[config.mk]
export PLATFORM = sky130hd
export DESIGN_NAME = ipu_front
export DESIGN_NICKNAME = d
export VERILOG_FILES = /design/src/sv/ipu_pkg.sv /design/src/sv/ipu_front.sv
export SDC_FILE = /design/constraint.sdc
export NUM_CORES = 1
export LEC_CHECK = 0
export BUFFER_PORTS_ARGS = -buffer_cell sky130_fd_sc_hd__clkbuf_2
export CAP_MARGIN = 20
export CORE_MARGIN = 10
export CORE_UTILIZATION = 45
export DETAILED_ROUTE_END_ITERATION = 6
export GPL_ROUTABILITY_DRIVEN = 0
export GPL_TIMING_DRIVEN = 1
export PLACE_DENSITY_LB_ADDON = 0.12
export SYNTH_ARGS = -nofsm -noshare
export SYNTH_HDL_FRONTEND = slang
export SYNTH_SLANG_ARGS = --single-unit
[constraint.sdc]
create_clock -name clock -period 3.3 [get_ports clock]
set_input_delay 0.825 -clock clock [delete_from_list [all_inputs] [get_ports clock]]
set_output_delay 0.825 -clock clock [all_outputs]
set_load 0.005 [all_outputs]
[src/sv/ipu_pkg.sv]
`timescale 1ns / 1ps

package ipu_pkg;

   // Palette geometry.
   localparam int PALETTE_DEPTH = 256;
   localparam int PAL_ADDR_W    = $clog2(PALETTE_DEPTH);

   // Command queue between the front end and the back end.
   localparam int QUEUE_DEPTH = 4;
   localparam int QPTR_W      = $clog2(QUEUE_DEPTH);

   // Pixel mode register codes.
   localparam logic [1:0] MODE_ONE_BIT   = 2'd0;
   localparam logic [1:0] MODE_FOUR_BIT  = 2'd1;
   localparam logic [1:0] MODE_EIGHT_BIT = 2'd2;
   localparam logic [1:0] MODE_DIRECT    = 2'd3;
   localparam logic [1:0] MODE_RESET     = MODE_EIGHT_BIT;

   // Input opcodes.
   localparam logic OP_PALETTE_WRITE = 1'b0;
   localparam logic OP_IMAGE_DATA    = 1'b1;

   // Work handed from the front end to the back end.
   typedef enum logic [1:0] {
      CMD_PAL_WRITE,
      CMD_LOOKUP,
      CMD_DIRECT
   } cmd_kind_type;

   typedef struct packed {
      cmd_kind_type kind;
      logic [1:0]   mode;
      logic [7:0]   data_byte;
      logic [7:0]   index;
      logic [23:0]  bgr;
   } cmd_type;

   // One pixel whose palette read is in flight.
   typedef struct packed {
      logic        last;
      logic        direct;
      logic        black;
      logic [23:0] bgr;
   } flight_type;

   // One finished pixel waiting at the output.
   typedef struct packed {
      logic [23:0] bgr;
      logic        last;
   } pixel_type;

endpackage

[src/sv/ipu_front.sv]
`timescale 1ns / 1ps

module ipu_front (
   input  logic              clock,
   input  logic              reset,
   input  logic              csr_write_enable,
   input  logic [1:0]        csr_write_data,
   input  logic              req_valid,
   output logic              req_stall,
   input  logic              req_opcode,
   input  logic [7:0]        req_data_byte,
   input  logic [7:0]        req_entry_index,
   input  logic [7:0]        req_entry_blue,
   input  logic [7:0]        req_entry_green,
   input  logic [7:0]        req_entry_red,
   input  logic              queue_full,
   output logic              queue_push,
   output ipu_pkg::cmd_type  queue_cmd
);

   logic [1:0]  mode_ff;
   logic [15:0] gathered_ff;
   logic [15:0] gathered_in;
   logic [1:0]  gcount_ff;
   logic [1:0]  gcount_in;
   logic        accept;

   assign req_stall = queue_full;
   assign accept    = req_valid && !queue_full;

   // Classify the accepted transaction and build the back-end command.
   always_comb begin
      gathered_in          = gathered_ff;
      gcount_in            = gcount_ff;
      queue_push           = 1'b0;
      queue_cmd.kind       = ipu_pkg::CMD_LOOKUP;
      queue_cmd.mode       = mode_ff;
      queue_cmd.data_byte  = req_data_byte;
      queue_cmd.index      = req_entry_index;
      queue_cmd.bgr        = {req_entry_red, req_entry_green, req_entry_blue};
      if (accept) begin
         if (req_opcode == ipu_pkg::OP_PALETTE_WRITE) begin
            queue_cmd.kind = ipu_pkg::CMD_PAL_WRITE;
            queue_push     = 1'b1;
         end else if (mode_ff != ipu_pkg::MODE_DIRECT) begin
            queue_push = 1'b1;
         end else begin
            // Direct mode gathers blue, then green, then emits on red.
            unique case (gcount_ff)
               2'd0: begin
                  gathered_in = {gathered_ff[15:8], req_data_byte};
                  gcount_in   = 2'd1;
               end
               2'd1: begin
                  gathered_in = {req_data_byte, gathered_ff[7:0]};
                  gcount_in   = 2'd2;
               end
               default: begin
                  gcount_in      = 2'd0;
                  queue_cmd.kind = ipu_pkg::CMD_DIRECT;
                  queue_cmd.bgr  = {req_data_byte, gathered_ff};
                  queue_push     = 1'b1;
               end
            endcase
         end
      end
   end

   // Mode register and gather state; a mode write drops a partial pixel.
   always_ff @(posedge clock) begin
      if (reset) begin
         mode_ff     <= ipu_pkg::MODE_RESET;
         gathered_ff <= 16'h0000;
         gcount_ff   <= 2'd0;
      end else if (csr_write_enable) begin
         mode_ff   <= csr_write_data;
         gcount_ff <= 2'd0;
      end else begin
         gathered_ff <= gathered_in;
         gcount_ff   <= gcount_in;
      end
   end

endmodule

==> out/qor.txt <==
status: complete, no violations
htree depth: 1
die footprint: 5710 um2
HPWL after DPL: 2930 um
crit path launch: queue_full
final setup fails: 0
# hold bufs at CTS: 0
Yosys reg bits: 20
Post-route DRC: 0
number of global-route vias before repair: 1244
upper clock frequency limit: 342 MHz
layout cells sized above 1: 48.8%
die width: 75.6 um
Distinct cells, synth: 22
slew margin rel.: 65.0%
Core ar.: 3000 um2
Hold Fails Final Rpt: 0
HP Class: flip-flop to flip-flop
Final Cycle Share: 88.5%
post-cts sizing count: 0
drt via density: 5.22
hold path cells: 2
VDD IR max: 0.000139 V
Routed WL: 3570 um
post-synth net total: 195
postcts setup bufs: 0
GR Util All Layers: 12.2%
DR iter-0 viols: 71
setup_tns: 0 ps
hold path start: gathered_ff[2]
Mapped Avg Cell Area: 9.45 um2
CTS root buffer: clkbuf_4
Final Max Tran Viols: 0
Netlist Area Pre-Place: 1390 um2
R2R Path Start: gcount_ff[1]
WL/cell: 15.2 um
R2R Setup Slk: 1610 ps
total number of yosys warnings: 0
Synth async-reset ratio: 0%
Syn Inst Count: 147
leak pwr: 0.743 nW
critical path required time: 2470 ps
Post-DRT Antenna Nets: 0
WHS Endpoint: gathered_ff[2]
CTS Buf Count: 3
vias: 1222
CP Launch Type: input pin
CP max FO: 24
worst slew pin tran: 522 ps
largest net degree at the start of global routing: 29
first-pass GRT wire length: 5580 um
# nets final: 251
TritonCTS clock tree: built
worst path arrival time: 2100 ps
initial core utilization: 46.3%
post-layout min period: 2920 ps
DIE HEIGHT: 75.6 um
R2R depth: 3
diode count: 0
P per Cell Area: 271 nW/um2
Area Growth Syn to Fin: 19.7%
IO Port Bufs: 77
total congestion overflow: 0
maxcap violations: 0
# rows: 20
worst setup path class: input pin to primary output
initial antenna violation count: 0
Main synth FF type: dfxtp_1
Sink Count: 20
DRT Pass-1 Iters: 4
# IOs: 94
Post-synth EDFFs: 0
post-route clock skew: 6.83 ps
post-synthesis sequential area ratio: 28.8%
RSZ-0062 raised after global routing: no
maximum clock insertion buffer count: 2
worst skew pair latency: 290 ps
Worst Setup End Kind: primary output
R2R Path End: gathered_ff[12]
Power, Total: 0.450 mW
Worst-path clk slew: 110 ps
==> critical path, cell delays in order <==
cell	delay [ps]
clkbuf_2	130
nor2b_1	230
and3_1	240
buf_12	190
mux2_2	350
clkbuf_2	120
==> registers in the layout, summed over array words and instances, names as in the netlist <==
name	cells
mode_ff	2
gcount_ff	2
gathered_ff	16
==> synth_stat cells, types with 2 or more instances <==
cell | count | area share [%]
a211oi_1 | 2 | 1.1
nor2_1 | 4 | 1.1
mux2i_1 | 9 | 6.5
mux2_1 | 11 | 8.9
buf_4 | 18 | 9.7
o21ai_0 | 10 | 3.6
and3_1 | 3 | 1.4
a21oi_1 | 8 | 2.9
nand2b_1 | 17 | 7.7
nand2_1 | 3 | 0.81
nand3_1 | 3 | 1.1
buf_6 | 4 | 3.2
mux2_2 | 13 | 11
clkbuf_1 | 6 | 1.6
dfxtp_1 | 20 | 29
nand4b_1 | 10 | 6.3
==> per-layer routing <==
metal / wire length (um) / part of all wire, % / track usage, %
met1: 1360 / 38 / 12.2
met2: 1840 / 52 / 23.6
met4: 13 / 0.36 / 3.09
met5: 0 / 0 / 0
met3: 358 / 10 / 3.91
==> layout by cell type (no fill, tap or decap), drive strengths merged, types with 3 or more instances in the layout <==
cell and n:
and3 3, o21ai 10, nand3 3, mux2i 9
dfxtp 20, clkbuf 80, a21oi 8, nand4b 10
mux2 24, nor2 4, nand2b 17, nand2 3
==> cell type report <==
| type | instances | area, um2 |
|---|---|---|
| Fill cell | 292 | 1340 |
| Multi-Input combinational cell | 99 | 786 |
| Timing Repair Buffer | 79 | 413 |
| Sequential cell | 20 | 400 |
| Tap cell | 33 | 41.3 |
| Clock buffer | 3 | 22.5 |
==> per-stage QoR <==
| stage | area (um2) | util (%) | setup WS, ps | std cells | hold WS (ps) |
|---|---|---|---|---|---|
| floorplan | 1390 | - | 677 | 147 | 445 |
| global placement | 1640 | 54.6 | 445 | 231 | 457 |
| detailed placement | 1640 | 54.6 | 384 | 231 | 466 |
| CTS | 1660 | 55.4 | 379 | 234 | 486 |
| global route | 1660 | 55.4 | 288 | 234 | 511 |
| finish | 1660 | 55.4 | 379 | 234 | 480 |
==> report_power, final <==
group,internal [mW],switching [mW]
combinational,0.0509,0.0413
clock,0.0424,0.0696
sequential,0.243,0.00262
==> kinds of logic after synthesis <==
kind of cell	share of synthesized area [%]
buffers and inverters	14.6
AO/OA/AOI/OAI	8.29
multiplexers	25.9
flip-flops	28.8
AND/OR/NAND/NOR	22.3
==> how the worst max path moves through the flow <==
stage / to / slack [ps]
after floorplan: queue_cmd[14] / 680
after global placement: queue_cmd[19] / 440
after detailed placement: queue_cmd[15] / 380
after CTS: queue_cmd[15] / 380
after global routing: queue_cmd[17] / 290
final: queue_cmd[15] / 380
Note: power is estimated with default switching activity, not from simulation.
