===== src/sv/ipu_pkg.sv =====
`timescale 1ns / 1ps

package ipu_pkg;

   // Palette geometry.
   localparam int PALETTE_DEPTH = 256;
   localparam int PAL_ADDR_W    = $clog2(PALETTE_DEPTH);

   // Command queue between the front end and the back end.
   localparam int QUEUE_DEPTH = 4;
   localparam int QPTR_W      = $clog2(QUEUE_DEPTH);

   // Pixel mode register codes.
   localparam logic [1:0] MODE_ONE_BIT   = 2'd0;
   localparam logic [1:0] MODE_FOUR_BIT  = 2'd1;
   localparam logic [1:0] MODE_EIGHT_BIT = 2'd2;
   localparam logic [1:0] MODE_DIRECT    = 2'd3;
   localparam logic [1:0] MODE_RESET     = MODE_EIGHT_BIT;

   // Input opcodes.
   localparam logic OP_PALETTE_WRITE = 1'b0;
   localparam logic OP_IMAGE_DATA    = 1'b1;

   // Work handed from the front end to the back end.
   typedef enum logic [1:0] {
      CMD_PAL_WRITE,
      CMD_LOOKUP,
      CMD_DIRECT
   } cmd_kind_type;

   typedef struct packed {
      cmd_kind_type kind;
      logic [1:0]   mode;
      logic [7:0]   data_byte;
      logic [7:0]   index;
      logic [23:0]  bgr;
   } cmd_type;

   // One pixel whose palette read is in flight.
   typedef struct packed {
      logic        last;
      logic        direct;
      logic        black;
      logic [23:0] bgr;
   } flight_type;

   // One finished pixel waiting at the output.
   typedef struct packed {
      logic [23:0] bgr;
      logic        last;
   } pixel_type;

endpackage


===== src/sv/ipu_queue.sv =====
`timescale 1ns / 1ps

module ipu_queue (
   input  logic              clock,
   input  logic              reset,
   input  logic              push,
   input  ipu_pkg::cmd_type  push_cmd,
   output logic              full,
   input  logic              pop,
   output logic              head_valid,
   output ipu_pkg::cmd_type  head_cmd
);

   ipu_pkg::cmd_type            entries_ff [ipu_pkg::QUEUE_DEPTH];
   logic [ipu_pkg::QPTR_W-1:0]  wr_ptr_ff;
   logic [ipu_pkg::QPTR_W-1:0]  rd_ptr_ff;
   logic [ipu_pkg::QPTR_W:0]    count_ff;
   logic [ipu_pkg::QPTR_W:0]    count_in;

   localparam logic [ipu_pkg::QPTR_W-1:0] LAST_PTR =
      ipu_pkg::QPTR_W'(ipu_pkg::QUEUE_DEPTH - 1);
   localparam logic [ipu_pkg::QPTR_W:0]   FULL_COUNT =
      (ipu_pkg::QPTR_W + 1)'(ipu_pkg::QUEUE_DEPTH);

   assign full       = (count_ff == FULL_COUNT);
   assign head_valid = (count_ff != '0);
   assign head_cmd   = entries_ff[rd_ptr_ff];

   always_comb begin
      count_in = count_ff;
      if (push && !pop) begin
         count_in = count_ff + 1'b1;
      end else if (pop && !push) begin
         count_in = count_ff - 1'b1;
      end
   end

   // Storage needs no reset.
   always_ff @(posedge clock) begin
      if (push) begin
         entries_ff[wr_ptr_ff] <= push_cmd;
      end
   end

   // Pointers and occupancy.
   always_ff @(posedge clock) begin
      if (reset) begin
         wr_ptr_ff <= '0;
         rd_ptr_ff <= '0;
         count_ff  <= '0;
      end else begin
         if (push) begin
            wr_ptr_ff <= (wr_ptr_ff == LAST_PTR) ? '0 : wr_ptr_ff + 1'b1;
         end
         if (pop) begin
            rd_ptr_ff <= (rd_ptr_ff == LAST_PTR) ? '0 : rd_ptr_ff + 1'b1;
         end
         count_ff <= count_in;
      end
   end

endmodule


===== config.mk =====
export PLATFORM = sky130hd
export DESIGN_NAME = ipu_queue
export DESIGN_NICKNAME = d
export VERILOG_FILES = /design/src/sv/ipu_pkg.sv /design/src/sv/ipu_queue.sv
export SDC_FILE = /design/constraint.sdc
export NUM_CORES = 1
export LEC_CHECK = 0
export BUFFER_PORTS_ARGS = -buffer_cell sky130_fd_sc_hd__clkbuf_2
export CAP_MARGIN = 20
export CORE_MARGIN = 10
export CORE_UTILIZATION = 35
export DETAILED_ROUTE_END_ITERATION = 16
export PLACE_DENSITY = 0.57
export SETUP_SLACK_MARGIN = 0.15
export SYNTH_ARGS = -nofsm -noshare
export SYNTH_HDL_FRONTEND = slang
export SYNTH_SLANG_ARGS = --single-unit

===== constraint.sdc =====
create_clock -name clock -period 1.9 [get_ports clock]
set_input_delay 0.19 -clock clock [delete_from_list [all_inputs] [get_ports clock]]
set_output_delay 0.19 -clock clock [all_outputs]
set_load 0.02 [all_outputs]

==> results.cfg, run 1 <==
[timing]
period_needed_ns = 1.948
rsz0062_at_grt = yes
setup_tns_ns = -1.196
period_share_pct = 102.5
max_slew.worst_pin.slew_ns = 0.3418
slew_violations = 0
finalHoldViolations = 0
setup_viol = 35
clock_skew_ns = 0.006088
fmax_ghz = 0.5133
max_slew_margin_pct = 77.21
setup_slack_ns = -0.04818

[power_and_ir_drop]
pwr_density_cell_nw_per_um2 = 1026
peakVddDrop_mv = 0.6141
p_leak_uw = 0.003131

[cells_and_area]
fin_util_pct = 46.89
syn2layout_area_growth_pct = 32.37
finalNonFillerCells = 713
final_cell_mix = edfxtp_1 (176), clkbuf_2 (55), mux4_2 (44)
antenna_cells = 0
final_common_cell = edfxtp_1
drive_above_1_share_pct = 42.63
fin_area_um2 = 9066
final_nets = 490

[synthesis]
synth.avg_cell_area_um2 = 25.00
yosysSeqAreaShare_pct = 79.80
yosys_warnings = 0
syn_inst = 274
synth_cell_types = 19
synthesis.nets = 329
netlist_area_um2 = 6849
ys_ff_latch = 185

[clock_network]
cts_sinks = 185
cts_root_buffer = clkbuf_16
cts.clk_slew.worst_paths_ns = 0.07
worstSkewPairLatency_ns = 0.42
cts_tree = built
cts-buffers-inserted = 17
clockBufferDepth = 2
ctsHtreeMaxLevel = 4

[detailed_routing]
routed_wl_mm = 13.73
drt_iter0_drc = 158
num_vias = 3273
wl_per_cell_um = 19.26
drc_errors = 0
first_pass_iters = 4
viasPerCell = 4.590
ant_nets = 0

[placed_design]
globalplace.congestion = 0.6521
dp.cells = 631
place_area_um2 = 7720
dp_hpwl_mm = 7.889
dp_slack_ns = 0.1739
portBuffers = 93

[grt]
track_usage_pct = 10.45
grt_max_degree = 45
grt_pass1_wl_mm = 20.24
antenna_found_initial = 0
overflow = 0
grt_pass1_vias = 3594

[floorplan]
die_y_um = 159.9
start_util_pct = 35.42
die_w_um = 159.9
core-area_um2 = 19330
rows = 51
ioPinCount = 94
dieArea_um2 = 25560

[run_status]
violations = negative setup slack
status = finished with violations

[worst_hold_path]
hp-class = primary input to flip-flop
whs_path_depth = 1
whs_endpoint = entries_ff[2][24]
min_from = push_cmd[24]

[critical_path]
r2r_cells = 4
reg2reg_to = count_ff[2]
critPathMaxFanout = 6
crit_arrival_ns = 1.76
crit_path_end_kind = output pin
cpPeakStageDelay_ns = 0.52
slowest_stage = mux4_2
r2r_slack_ns = 0.40
critPathLaunchType = flip-flop
timing.rr.start = count_ff[0]
cp.required_ns = 1.71
path_class = flip-flop to output pin
crit_chain = buf_12 -> clkbuf_16 -> mux4_2 -> buf_6

[run]
maxCapViolCount = 0
[cell usage after synthesis (all sizes together)]
library cell    n  area (um2)
and2            4       25.02
edfxtp        176        5285
mux2i           4       40.04
or3             2       12.51
fa              1       20.02
dfxtp           9       180.2
inv             4       15.01
buf             9       111.4
ha              6       75.07
mux4           44        1006
xor2            2       17.52
a21oi           2       10.01
nor2            7       26.28
nor3b           2       15.01
o21ai           1       5.000
clkbuf          1       5.000
[per-layer routing]
metal	routed length, um	global-route usage, %	vias up
met1	6285	12.74	1713
met2	6721	16.63	67
met3	581	4.087	13
met5	0	0	-
met4	144	3.631	0
li1	-	-	1480
[stage by stage]
stage,hold WS (ns),total power [uW]
detailed placement,0.4140,5750
floorplan,0.2591,5381
global route,0.004271,9680
finish,0.01652,9300
CTS,0.0006751,9235
global placement,0.4036,5725
[cell families after synthesis]
family,synth area share (%)
buffers and inverters,1.918
and+or+nand+nor,1.151
xor gates and xnor gates,0.2558
AOI/OAI and AO/OA,0.2192
muxes,15.27
DFF,79.80
adders and majority gates,1.388
[critical path, delay by kind of cell, from the launching register on]
kind	cells	cell delay (ns)
buffers and inverters	3	0.46
flip-flops	1	0.37
multiplexers	1	0.52
[report_power, final]
| group | switching [uW] | internal [uW] |
|---|---|---|
| Combinational | 589 | 594 |
| Sequential | 54.1 | 4660 |
| Clock | 1430 | 1970 |
[repair_timing]
action / 4_1_cts / 5_1_grt
pin swaps: 0 / 0
buffers inserted: 0 / 3
hold buffers: 40 / 1
resized for setup: 1 / 115
setup endpoints to repair: 44 / 44
endpoints found under the hold margin: 159 / 4
cloned: 0 / 6
[flip-flops by register name (all words and copies together) (netlist names), named ones only]
| signal | flops |
|---|---|
| rd_ptr_ff | 2 |
| entries_ff | 176 |
| wr_ptr_ff | 2 |
| count_ff | 3 |
[worst max path at each step]
stage,from,endpoint,slack (ns)
floorplan,wr_ptr_ff[0],entries_ff[3][0],0.35
global placement,push,count_ff[2],0.28
detailed placement,push,count_ff[2],0.17
CTS,flip-flop,head_cmd[35],-0.11
global route,flip-flop,head_cmd[7],-0.14
finish,flip-flop,head_cmd[3],-0.05
[area by class of cell]
type | instances | area, um2
repair buffers | 152 | 1434
inverters | 4 | 15.01
flip-flops and latches | 185 | 5470
clock buffers | 20 | 446.7
clock inverters | 12 | 126.4
multi-input cells | 75 | 1242
fillers | 1626 | 10270
well taps | 265 | 331.6
Power figures use the tool's default switching activity.
==> inputs of run 2 (changes only) <==
- SKIP_CTS_REPAIR_TIMING: default -> 1
==> results.cfg, run 2 (synthesis gave the netlist of run 1 again) <==
[run_status]
status = finished with violations
violations = negative setup slack

[critical_path]
reg2reg_to = count_ff[2]
critPathLaunchType = flip-flop
r2r_slack_ns = 0.40
critical-path-top-delay-family = multiplexers
path_class = flip-flop to output pin
r2r_cells = 4
critPathMaxFanout = 6
crit_buf_inv = 3
slowest_stage = mux4_2
crit_cells = 4
cpPeakStageDelay_ns = 0.52
timing.rr.start = count_ff[0]
crit_arrival_ns = 1.77
crit_chain = buf_12 -> clkbuf_16 -> mux4_2 -> buf_6
cp.required_ns = 1.71
crit_path_end_kind = output pin
crit_path_end = head_cmd[3]

[timing]
period_share_pct = 103.0
slew_violations = 0
setup_viol = 36
rsz0062_at_grt = yes
max_slew.worst_pin.slew_ns = 0.3444
setup_slack_ns = -0.05666
clock_skew_ns = 0.01023
period_needed_ns = 1.957
finalHoldViolations = 0
max_slew_margin_pct = 77.04
fmax_ghz = 0.5111

[placed_design]
globalplace.congestion = 0.6521
dp_hpwl_mm = 7.889
dp.cells = 631
portBuffers = 93

[cells_and_area]
top_register = entries_ff
final_nets = 488
final_common_cell = edfxtp_1
fin_util_pct = 46.79
largest_register_ffs = 176
finalNonFillerCells = 711
final_cell_mix = edfxtp_1 (176), clkbuf_2 (55), mux4_2 (44)
drive_above_1_share_pct = 42.83
reg_top3 = entries_ff: 176 flops, count_ff: 3 flops
antenna_cells = 0
syn2layout_area_growth_pct = 32.08
final.fill_count = 1625

[grt]
grt_pass1_vias = 3414
grt_max_degree = 45
grt_pass1_wl_mm = 19.73
antenna_found_initial = 0
overflow = 0
track_usage_pct = 10.32

[clock_network]
cts_sinks = 185
clockBufferDepth = 2
ctsHtreeMaxLevel = 4
cts-buffers-inserted = 17
cts.clk_slew.worst_paths_ns = 0.07
cts_tree = built
worstSkewPairLatency_ns = 0.42
cts_root_buffer = clkbuf_16

[detailed_routing]
viasPerCell = 4.629
num_vias = 3291
wl_per_cell_um = 19.39
drt_iter0_drc = 157
drc_errors = 0
ant_nets = 0
routed_wl_mm = 13.79
first_pass_iters = 5

[worst_hold_path]
hp-class = primary input to flip-flop

[power_and_ir_drop]
peakVddDrop_mv = 0.6148
finalPower_uw = 9300
p_leak_uw = 0.003123
pwr_density_cell_nw_per_um2 = 1028

[run]
maxCapViolCount = 0

[floorplan]
dieArea_um2 = 25560
die_w_um = 159.9
start_util_pct = 35.42
core-area_um2 = 19330
die_y_um = 159.9
rows = 51
ioPinCount = 94
[run 2: cell type report]
type / instances / area, um2 / share of cell area [%]
inverters: 4 / 15.01 / 0.1660
clock inverters: 12 / 126.4 / 1.397
flip-flops and latches: 185 / 5470 / 60.47
repair buffers: 150 / 1414 / 15.63
clock buffers: 20 / 446.7 / 4.938
multi-input cells: 75 / 1242 / 13.73
well taps: 265 / 331.6 / 3.665
[run 2: worst min-delay path by stage]
| stage | slack (ns) | endpoint | cells after the start | from |
|---|---|---|---|---|
| 2_1_floorplan | 0.26 | count_ff[2] | 1 | reset |
| 5_1_grt | 0.001 | entries_ff[1][35] | 1 | push_cmd[35] |
| 3_3_place_gp | 0.40 | entries_ff[2][37] | 1 | push_cmd[37] |
| 3_5_place_dp | 0.41 | entries_ff[3][42] | 1 | push_cmd[42] |
| 4_1_cts | -0.03 | entries_ff[3][23] | 1 | push_cmd[23] |
| 6_report | 0.002 | entries_ff[0][26] | 1 | push_cmd[26] |
[run 2: through the flow]
| step | setup TNS (ns) | hold slack, ns | worst slack [ns] | area [um2] |
|---|---|---|---|---|
| finish | -1.362 | 0.002256 | -0.05666 | 9046 |
| global route | -4.710 | 0.001463 | -0.1377 | 9046 |
| CTS | -2.855 | -0.03022 | -0.1229 | 8293 |
| detailed placement | 0 | 0.4140 | 0.1739 | 7720 |
| global placement | 0 | 0.4036 | 0.2763 | 7720 |
| floorplan | 0 | 0.2591 | 0.3532 | 6854 |
[run 2: worst reg2reg max path, cell delays in order, from the launching register on]
cell,delay [ns]
dfxtp_1,0.36
fa_1,0.45
xor2_1,0.16
or3_1,0.30
a21oi_1,0.16
[run 2: layer usage]
| layer | wire, um | part of all wire, % | GRT usage (%) | vias to the layer above |
|---|---|---|---|---|
| met1 | 6330 | 46 | 12.40 | 1731 |
| met4 | 141 | 1.0 | 3.506 | 0 |
| met2 | 6727 | 49 | 16.33 | 72 |
| met5 | 0 | 0 | 0 | - |
| li1 | - | - | - | 1475 |
| met3 | 589 | 4.3 | 4.499 | 13 |
[run 2: power breakdown]
| group | switching, uW | total [uW] | internal, uW |
|---|---|---|---|
| clock | 1430 | 3400 | 1970 |
| sequential | 54.2 | 4720 | 4660 |
| combinational | 591 | 1180 | 592 |
| total | 2080 | 9300 | 7220 |
